$ cat src/sv/hsd_pkg.sv
// Shared types, constants and the codeword table function of the Hamming(7,4) soft decoder.
`timescale 1ns / 1ps

package hsd_pkg;

    // Code geometry.
    localparam int NUM_POS  = 7;
    localparam int NUM_CAND = 16;
    localparam int HARD_W   = 7;
    localparam int IDX_W    = 4;
    localparam int BITS_W   = 4;

    // Fixed-point score format, 1.0 is 2**Q_SHIFT.
    localparam int REL_W   = 16;
    localparam int SCORE_W = 17;
    localparam int Q_SHIFT = 16;
    localparam int PROD_W  = 2 * SCORE_W;
    localparam logic [SCORE_W-1:0] Q_ONE = SCORE_W'(1) << Q_SHIFT;

    // Stream widths, padded to whole bytes.
    localparam int S_DATA_RAW = HARD_W + NUM_POS * REL_W;
    localparam int S_DATA_W   = ((S_DATA_RAW + 7) / 8) * 8;
    localparam int M_DATA_RAW = BITS_W + SCORE_W;
    localparam int M_DATA_W   = ((M_DATA_RAW + 7) / 8) * 8;

    // Comparison tree depth and total pipeline depth.
    localparam int NUM_LVL    = $clog2(NUM_CAND);
    localparam int NUM_STAGES = NUM_POS + NUM_LVL;
    localparam int CNT_W      = $clog2(NUM_STAGES + 1);

    typedef logic [REL_W-1:0]   rel_t;
    typedef logic [SCORE_W-1:0] score_t;

    // Request as it travels down the chain of position cells.
    typedef struct packed {
        logic [HARD_W-1:0]           hard;
        rel_t   [NUM_POS-1:0]        rel;
        score_t [NUM_CAND-1:0]       score;
    } item_t;

    // One candidate in the comparison tree.
    typedef struct packed {
        score_t             score;
        logic [IDX_W-1:0]   idx;
    } cand_t;

    // Codeword of candidate idx = d0*8 + d1*4 + d2*2 + d3, bit i is position i.
    function automatic logic [HARD_W-1:0] cand_codeword(input logic [IDX_W-1:0] idx);
        logic d0;
        logic d1;
        logic d2;
        logic d3;
        d0 = idx[3];
        d1 = idx[2];
        d2 = idx[1];
        d3 = idx[0];
        return {d0 ^ d1 ^ d3, d1 ^ d2 ^ d3, d0 ^ d1 ^ d2, d3, d2, d1, d0};
    endfunction

endpackage

$ cat src/sv/hsd_cmp_cell.sv
// One comparison level: halves the candidate list, keeping the larger score of each pair.
`timescale 1ns / 1ps

module hsd_cmp_cell #(
    parameter int N_IN = 16
) (
    input  logic                          clk,
    input  logic                          rst_n,
    input  logic                          in_valid,
    output logic                          in_ready,
    input  hsd_pkg::cand_t [N_IN-1:0]     in_cand,
    output logic                          out_valid,
    input  logic                          out_ready,
    output hsd_pkg::cand_t [N_IN/2-1:0]   out_cand
);
    import hsd_pkg::*;

    localparam int N_OUT = N_IN / 2;

    logic                 out_valid_reg;
    logic                 out_valid_next;
    cand_t [N_OUT-1:0]    cand_reg;
    cand_t [N_OUT-1:0]    cand_next;

    assign in_ready = !out_valid_reg || out_ready;

    // The upper candidate wins only with a strictly larger score, so ties keep the lower index.
    always_comb
    begin
        for (int k = 0; k < N_OUT; k++)
        begin
            if (in_cand[2*k+1].score > in_cand[2*k].score)
            begin
                cand_next[k] = in_cand[2*k+1];
            end
            else
            begin
                cand_next[k] = in_cand[2*k];
            end
        end
    end

    assign out_valid_next = in_ready ? in_valid : out_valid_reg;

    // Stage valid flag.
    always_ff @(posedge clk or negedge rst_n)
    begin
        if (!rst_n)
        begin
            out_valid_reg <= 1'b0;
        end
        else
        begin
            out_valid_reg <= out_valid_next;
        end
    end

    // Stage payload.
    always_ff @(posedge clk)
    begin
        if (in_valid && in_ready)
        begin
            cand_reg <= cand_next;
        end
    end

    assign out_valid = out_valid_reg;
    assign out_cand  = cand_reg;

endmodule

$ cat config.mk
export PLATFORM = sky130hd
export DESIGN_NAME = hsd_cmp_cell
export DESIGN_NICKNAME = d
export VERILOG_FILES = /design/src/sv/hsd_pkg.sv /design/src/sv/hsd_cmp_cell.sv
export SDC_FILE = /design/constraint.sdc
export NUM_CORES = 1
export LEC_CHECK = 0
export BUFFER_PORTS_ARGS = -buffer_cell sky130_fd_sc_hd__buf_2
export CAP_MARGIN = 20
export CORE_AREA = 2 2 198 200
export CTS_CLUSTER_SIZE = 14
export DETAILED_ROUTE_END_ITERATION = 7
export DIE_AREA = 0 0 200 202
export GPL_ROUTABILITY_DRIVEN = 1
export PLACE_DENSITY = 0.51
export SETUP_SLACK_MARGIN = 0.4
export SLEW_MARGIN = 10
export SYNTH_ARGS = -nofsm -noshare
export SYNTH_HDL_FRONTEND = slang
export SYNTH_SLANG_ARGS = --single-unit
$ cat constraint.sdc
create_clock -name clk -period 5 [get_ports clk]
set_input_delay 1.25 -clock clk [delete_from_list [all_inputs] [get_ports clk]]
set_output_delay 1.25 -clock clk [all_outputs]
set_load 0.01 [all_outputs]
==> flow_summary.ini, run 1 <==
[clock_tree]
tritoncts_num_sinks = 169
h-tree-depth = 4
clk_pin_slew_worst_paths_ns = 0.07
clk_path_buf_depth = 2
clock_latency_ns = 0.44
numCtsBuffers = 17
cts_resized = 0
cts_tree = done
clock-root-buffer = clkbuf_16
postCtsSetupBuffers = 0
cts_hold_buf = 0

[routing]
vias = 8419
drt_wl_total_um = 33400
ant_nets = 0
wl_per_cell_um = 17.6
routed_via_density = 4.43
drc_errors = 0
drt_first_iter_violations = 266
drt_first_pass_iters = 4

[sta]
fin_crit_sh = 0.717
worst_slew_pin_slew_ns = 0.911
max-slew-margin-rel = 0.393
timing.fmax_mhz = 279
final.setup_skew_ns = 0.0104
report.final.setup_viol = 0
grt_setup_unrepaired = no
whs_ns = 0.560
hold_violations = 0
slew_violations = 0
min_period_ns = 3.58
fin_tns_setup_ns = 0

[cells_and_area]
final_common_cell = buf_2
nFillCells = 3829
synthToLayoutAreaGrowth_pct = 34.9
finalNetCount = 1842
layout_common_cells = 509 x buf_2, 168 x edfxtp_1, 144 x inv_1, 136 x ha_1, 89 x mux2_2
largest_reg_flops = 168
layout-drive-gt1-share = 0.515

[synthesis]
synth_area_um2 = 10800
synth_top_area_cell = edfxtp_1
synth_area_leaders = edfxtp_1 47%, ha_1 16%, mux2_2 9.3%, mux2_4 8.3%, inv_1 5.0%
synth_top_area_share = 0.467
avgSynthCellArea_um2 = 12.8
syn_inst = 844
ys_seq_area_frac = 0.470
ys_types = 40
syn_nets = 1320
yosysWarnings = 0
synth-seq-cells = 169

[global_route]
grt_pass1_vias = 8775
track_usage = 0.162
grt_util_met3 = 0.0696
grt_pass1_wl_um = 48900
grt.met2_usage = 0.289
overflow = 0
antenna_found_initial = 9
grt_max_degree = 151
globalRouteMet1Util = 0.176
busiest_layer = met2

[floorplan]
io_pins = 510
die_w_um = 200
start_util = 0.282
die-area_um2 = 40400
core.rowCount = 72
die_h_um = 202
core_area_um2 = 38300

[critical_path]
reg2reg_setup_slack_ns = 2.97
path_max_fanout = 13
worstPathArrival_ns = 3.78
startpoint = in_cand[92]
required_ns = 5.19
r2r_end = out_cand[96]
cp-end-kind = flip-flop
r2r_start = out_valid
crit_end = out_cand[47]
reg2reg_depth = 3
path_class = primary input to flip-flop
crit_path_start_kind = primary input

[pwr]
p_per_area_nw_per_um2 = 278
fin_total_pwr_uw = 4050
peakVddDrop_mv = 0.230
cellLeakagePower_uw = 0.00705

[run]
drv_cap = 0

[placement]
gp_congestion = 0.838
portBuffers = 509
dpl.hpwl_um = 27800

[run_status]
status = complete, no violations

[hold_path]
hold_path_class = flip-flop to flip-flop
## cell usage after synthesis
cell type,n
edfxtp_1,168
inv_1,144
ha_1,136
mux2_2,89
mux2_4,60
a21oi_1,51
nand2_1,34
nand4_1,23
o21ai_0,22
mux2_1,19
nand3_1,15
nor2_1,13
a211oi_1,11
buf_4,6
buf_6,6
and4_1,5
a21o_1,4
a221oi_1,4
buf_2,4
nand2b_1,3
nor3_1,3
nor2b_1,2
nor4_1,2
nor4_2,2
o21bai_1,2
o41ai_2,2
a2111oi_0,1
a21boi_0,1
a221oi_2,1
a22o_1,1
a22oi_1,1
a32oi_2,1
and2_1,1
and4_4,1
and4bb_4,1
dfrtp_1,1
nand4_2,1
o21ai_1,1
o21ai_2,1
o41ai_4,1
## per-layer routing
layer / vias to the layer above / share of wire / routed length, µm
met4: 8 / 0.011 / 368
met1: 3933 / 0.39 / 13100
met5: - / 0.0015 / 49
met2: 292 / 0.50 / 16800
met3: 25 / 0.092 / 3060
li1: 4161 / - / -
## worst max-delay path: stages
cell and delay, ns:
buf_2 0.09, inv_1 0.04, ha_1 0.32, and4_1 0.24
and4bb_4 0.21, a221oi_2 0.25, o21ai_1 0.11, o21ai_2 0.54
buf_4 0.38, mux2_4 0.33
## power breakdown
part | total (µW) | switching [µW] | internal (µW) | leakage (µW)
Clock | 1350 | 581 | 772 | 0.000260
Combinational | 963 | 483 | 479 | 0.00518
Sequential | 1740 | 26.0 | 1710 | 0.00161
Total | 4050 | 1090 | 2960 | 0.00705
## area by class of cell
cell class / count / area (µm²) / area share
Clock inverter: 9 / 129 / 0.00885
Clock buffer: 19 / 433 / 0.0297
Multi-Input combinational cell: 515 / 5090 / 0.350
Tap cell: 518 / 648 / 0.0445
Sequential cell: 169 / 5070 / 0.348
Timing Repair Buffer: 519 / 2640 / 0.181
Inverter: 144 / 541 / 0.0371
Antenna cell: 6 / 15.0 / 0.00103
## worst min-delay path by stage
stage	startpoint	endpoint	slack, ns	cells past startpoint
final	out_valid	out_valid	0.56	2
after global routing	rst_n	out_valid	0.54	1
after CTS	rst_n	out_valid	0.54	1
after detailed placement	out_valid	out_valid	0.55	2
after global placement	out_valid	out_valid	0.52	2
after floorplan	out_valid	out_valid	0.62	2
## logic make-up after synthesis
kind of cell,after synthesis,synth area share
flip-flops,169,0.470
multiplexers,168,0.196
buffers and inverters,160,0.0623
adder cells (fa/ha/maj),136,0.158
AND/OR/NAND/NOR,106,0.0527
AO/OA/AOI/OAI,105,0.0617
## stage by stage
stage / utilization / cells / instance area, µm² / setup WS [ns]
2_1_floorplan: - / 844 / 10800 / 1.03
3_3_place_gp: 0.365 / 1865 / 14000 / 0.968
3_5_place_dp: 0.365 / 1865 / 14000 / 0.935
4_1_cts: 0.380 / 1893 / 14500 / 1.42
5_1_grt: 0.380 / 1897 / 14600 / 1.35
6_report: 0.380 / 1899 / 14600 / 1.42
(Power assumes the default switching activity.)
==> run 2, diff against run 1 <==
CORE_AREA = 2 2 199 201   (was 2 2 198 200)
DIE_AREA = 0 0 201 203   (was 0 0 200 202)
PLACE_DENSITY = 0.49   (was 0.51)
clock period = 3.5 ns   (was 5 ns; I/O delays follow)
==> run 2 against run 1 <==
Compared with the run above: first-iteration DRC count rose by 6.8%; via count rose by 1.2%; clock skew rose by 0.0048 ns; worst hold slack got worse by 0.39 ns; worst setup slack got worse by 0.71 ns; die area rose by 1.0%; utilization rose by 0.22 points; clock-buffer cell count fell by 2; clock power rose by 42%; largest cell class unchanged.
==> flow_summary.ini, run 2 (synthesized netlist as in run 1, its figures left out) <==
[run_status]
status = complete, no violations

[global_route]
overflow = 0
grt_pass1_vias = 8728
grt_pass1_wl_um = 50300
grt_max_degree = 62
antenna_found_initial = 6
track_usage = 0.163

[floorplan]
core.rowCount = 72
die_w_um = 201
io_pins = 510
die_h_um = 203
start_util = 0.281
die-area_um2 = 40800
core_area_um2 = 38500

[sta]
worst_slew_pin_slew_ns = 0.483
max-slew-margin-rel = 0.670
final.setup_skew_ns = 0.0152
timing.fmax_mhz = 358
slew_violations = 0
fin_crit_sh = 0.797
min_period_ns = 2.79
grt_setup_unrepaired = no
whs_ns = 0.174
report.final.setup_viol = 0
hold_violations = 0
fin_tns_setup_ns = 0

[critical_path]
r2r_start = out_valid
startpoint = in_cand[16]
crit_path_start_kind = primary input
required_ns = 3.72
cp_cell_sequence = buf_2 -> inv_1 -> ha_1 -> a21oi_1 -> o21ai_0 -> a221oi_1 -> o21ai_0 -> o41ai_4 -> buf_12 -> mux2_2
path_max_fanout = 21
reg2reg_setup_slack_ns = 1.78
slowest_delay_ns = 0.48
crit_family = compound AO/OA/AOI/OAI gates
worstPathArrival_ns = 3.01
crit_end = out_cand[20]
crit_buf_inv = 3
path_class = primary input to flip-flop
path_depth = 10
reg2reg_depth = 3
r2r_end = out_cand[74]
critPathMostFrequentCell = o21ai_0
crit_slowest_cell = a221oi_1
cp-end-kind = flip-flop

[cells_and_area]
finalNetCount = 1850
ff_latch_area_um2 = 5070
largest_reg_flops = 168
multi_input_area_um2 = 5090
nFillCells = 3822
final-instance-count-excl-fill = 1907
layout-drive-gt1-share = 0.521
final_common_cell = buf_2
synthToLayoutAreaGrowth_pct = 36.3
layout_common_cells = 509 x buf_2, 168 x edfxtp_1, 144 x inv_1, 136 x ha_1, 89 x mux2_2

[clock_tree]
cts_resized = 0
numCtsBuffers = 17
clk_path_buf_depth = 2
cts_tree = done
postCtsSetupBuffers = 0
clock-root-buffer = clkbuf_16
h-tree-depth = 4
clk_pin_slew_worst_paths_ns = 0.07
clock_latency_ns = 0.48
cts_hold_buf = 0
tritoncts_num_sinks = 169

[routing]
drt_first_pass_iters = 4
drt_wl_total_um = 33800
drc_errors = 0
drt_first_iter_violations = 284
routed_via_density = 4.47
wl_per_cell_um = 17.7
ant_nets = 0
vias = 8519

[run]
drv_cap = 0

[pwr]
peakVddDrop_mv = 0.362
cellLeakagePower_uw = 0.00715
p_per_area_nw_per_um2 = 396

[placement]
dpl.hpwl_um = 28300
place_inst = 1873
gp_congestion = 0.832
portBuffers = 509

[hold_path]
hold_path_class = primary input to asynchronous set/reset pin
==> run 2: cell count changes in the layout (fill, tap and decap cells not counted) <==
cell        delta
clkinv_4       +6
diode_2        -4
inv_6          +5
bufinv_16      -2
clkinvlp_4     -4
clkinv_2       +1
buf_12         +8
clkbuf_1       -2
==> run 2: how the worst min path moves through the flow <==
stage	startpoint	endpoint	depth (start not counted)
2_1_floorplan	rst_n	out_valid	0
3_3_place_gp	out_valid	out_valid	2
3_5_place_dp	out_valid	out_valid	2
4_1_cts	rst_n	out_valid	1
5_1_grt	rst_n	out_valid	1
6_report	rst_n	out_valid	1
==> run 2: layer usage <==
metal | GRT usage | share of wire
met5 | 0 | 0.0015
met4 | 0.0548 | 0.020
met3 | 0.0700 | 0.091
met2 | 0.286 | 0.50
met1 | 0.177 | 0.39
==> run 2: worst register-to-register path, stage by stage, from the launching register on <==
cell,delay (ns)
dfrtp_1,0.39
nand2b_1,0.11
and2_4,0.41
buf_12,0.35
==> run 2: where the power goes <==
| group | switching, µW | leakage (µW) | internal, µW |
|---|---|---|---|
| clock network | 929 | 0.000280 | 991 |
| logic | 697 | 0.00526 | 725 |
| registers | 39.2 | 0.00161 | 2440 |
==> run 2: cell type report <==
class                      count  area share
multi-input combinational    515       0.346
sequential                   169       0.345
timing repair buffer         527       0.190
tap                          518      0.0440
inverter                     144      0.0367
clock buffer                  17      0.0289
clock inverter                15     0.00952
antenna                        2    0.000340
==> run 2: through the flow <==
stage	cell area, µm²	util	setup slack [ns]	power (µW)
2_1_floorplan	10800	-	0.615	3340
3_3_place_gp	14100	0.368	0.145	3950
3_5_place_dp	14100	0.368	0.133	3970
4_1_cts	14700	0.382	0.654	5920
5_1_grt	14700	0.382	0.546	6130
6_report	14700	0.383	0.710	5820
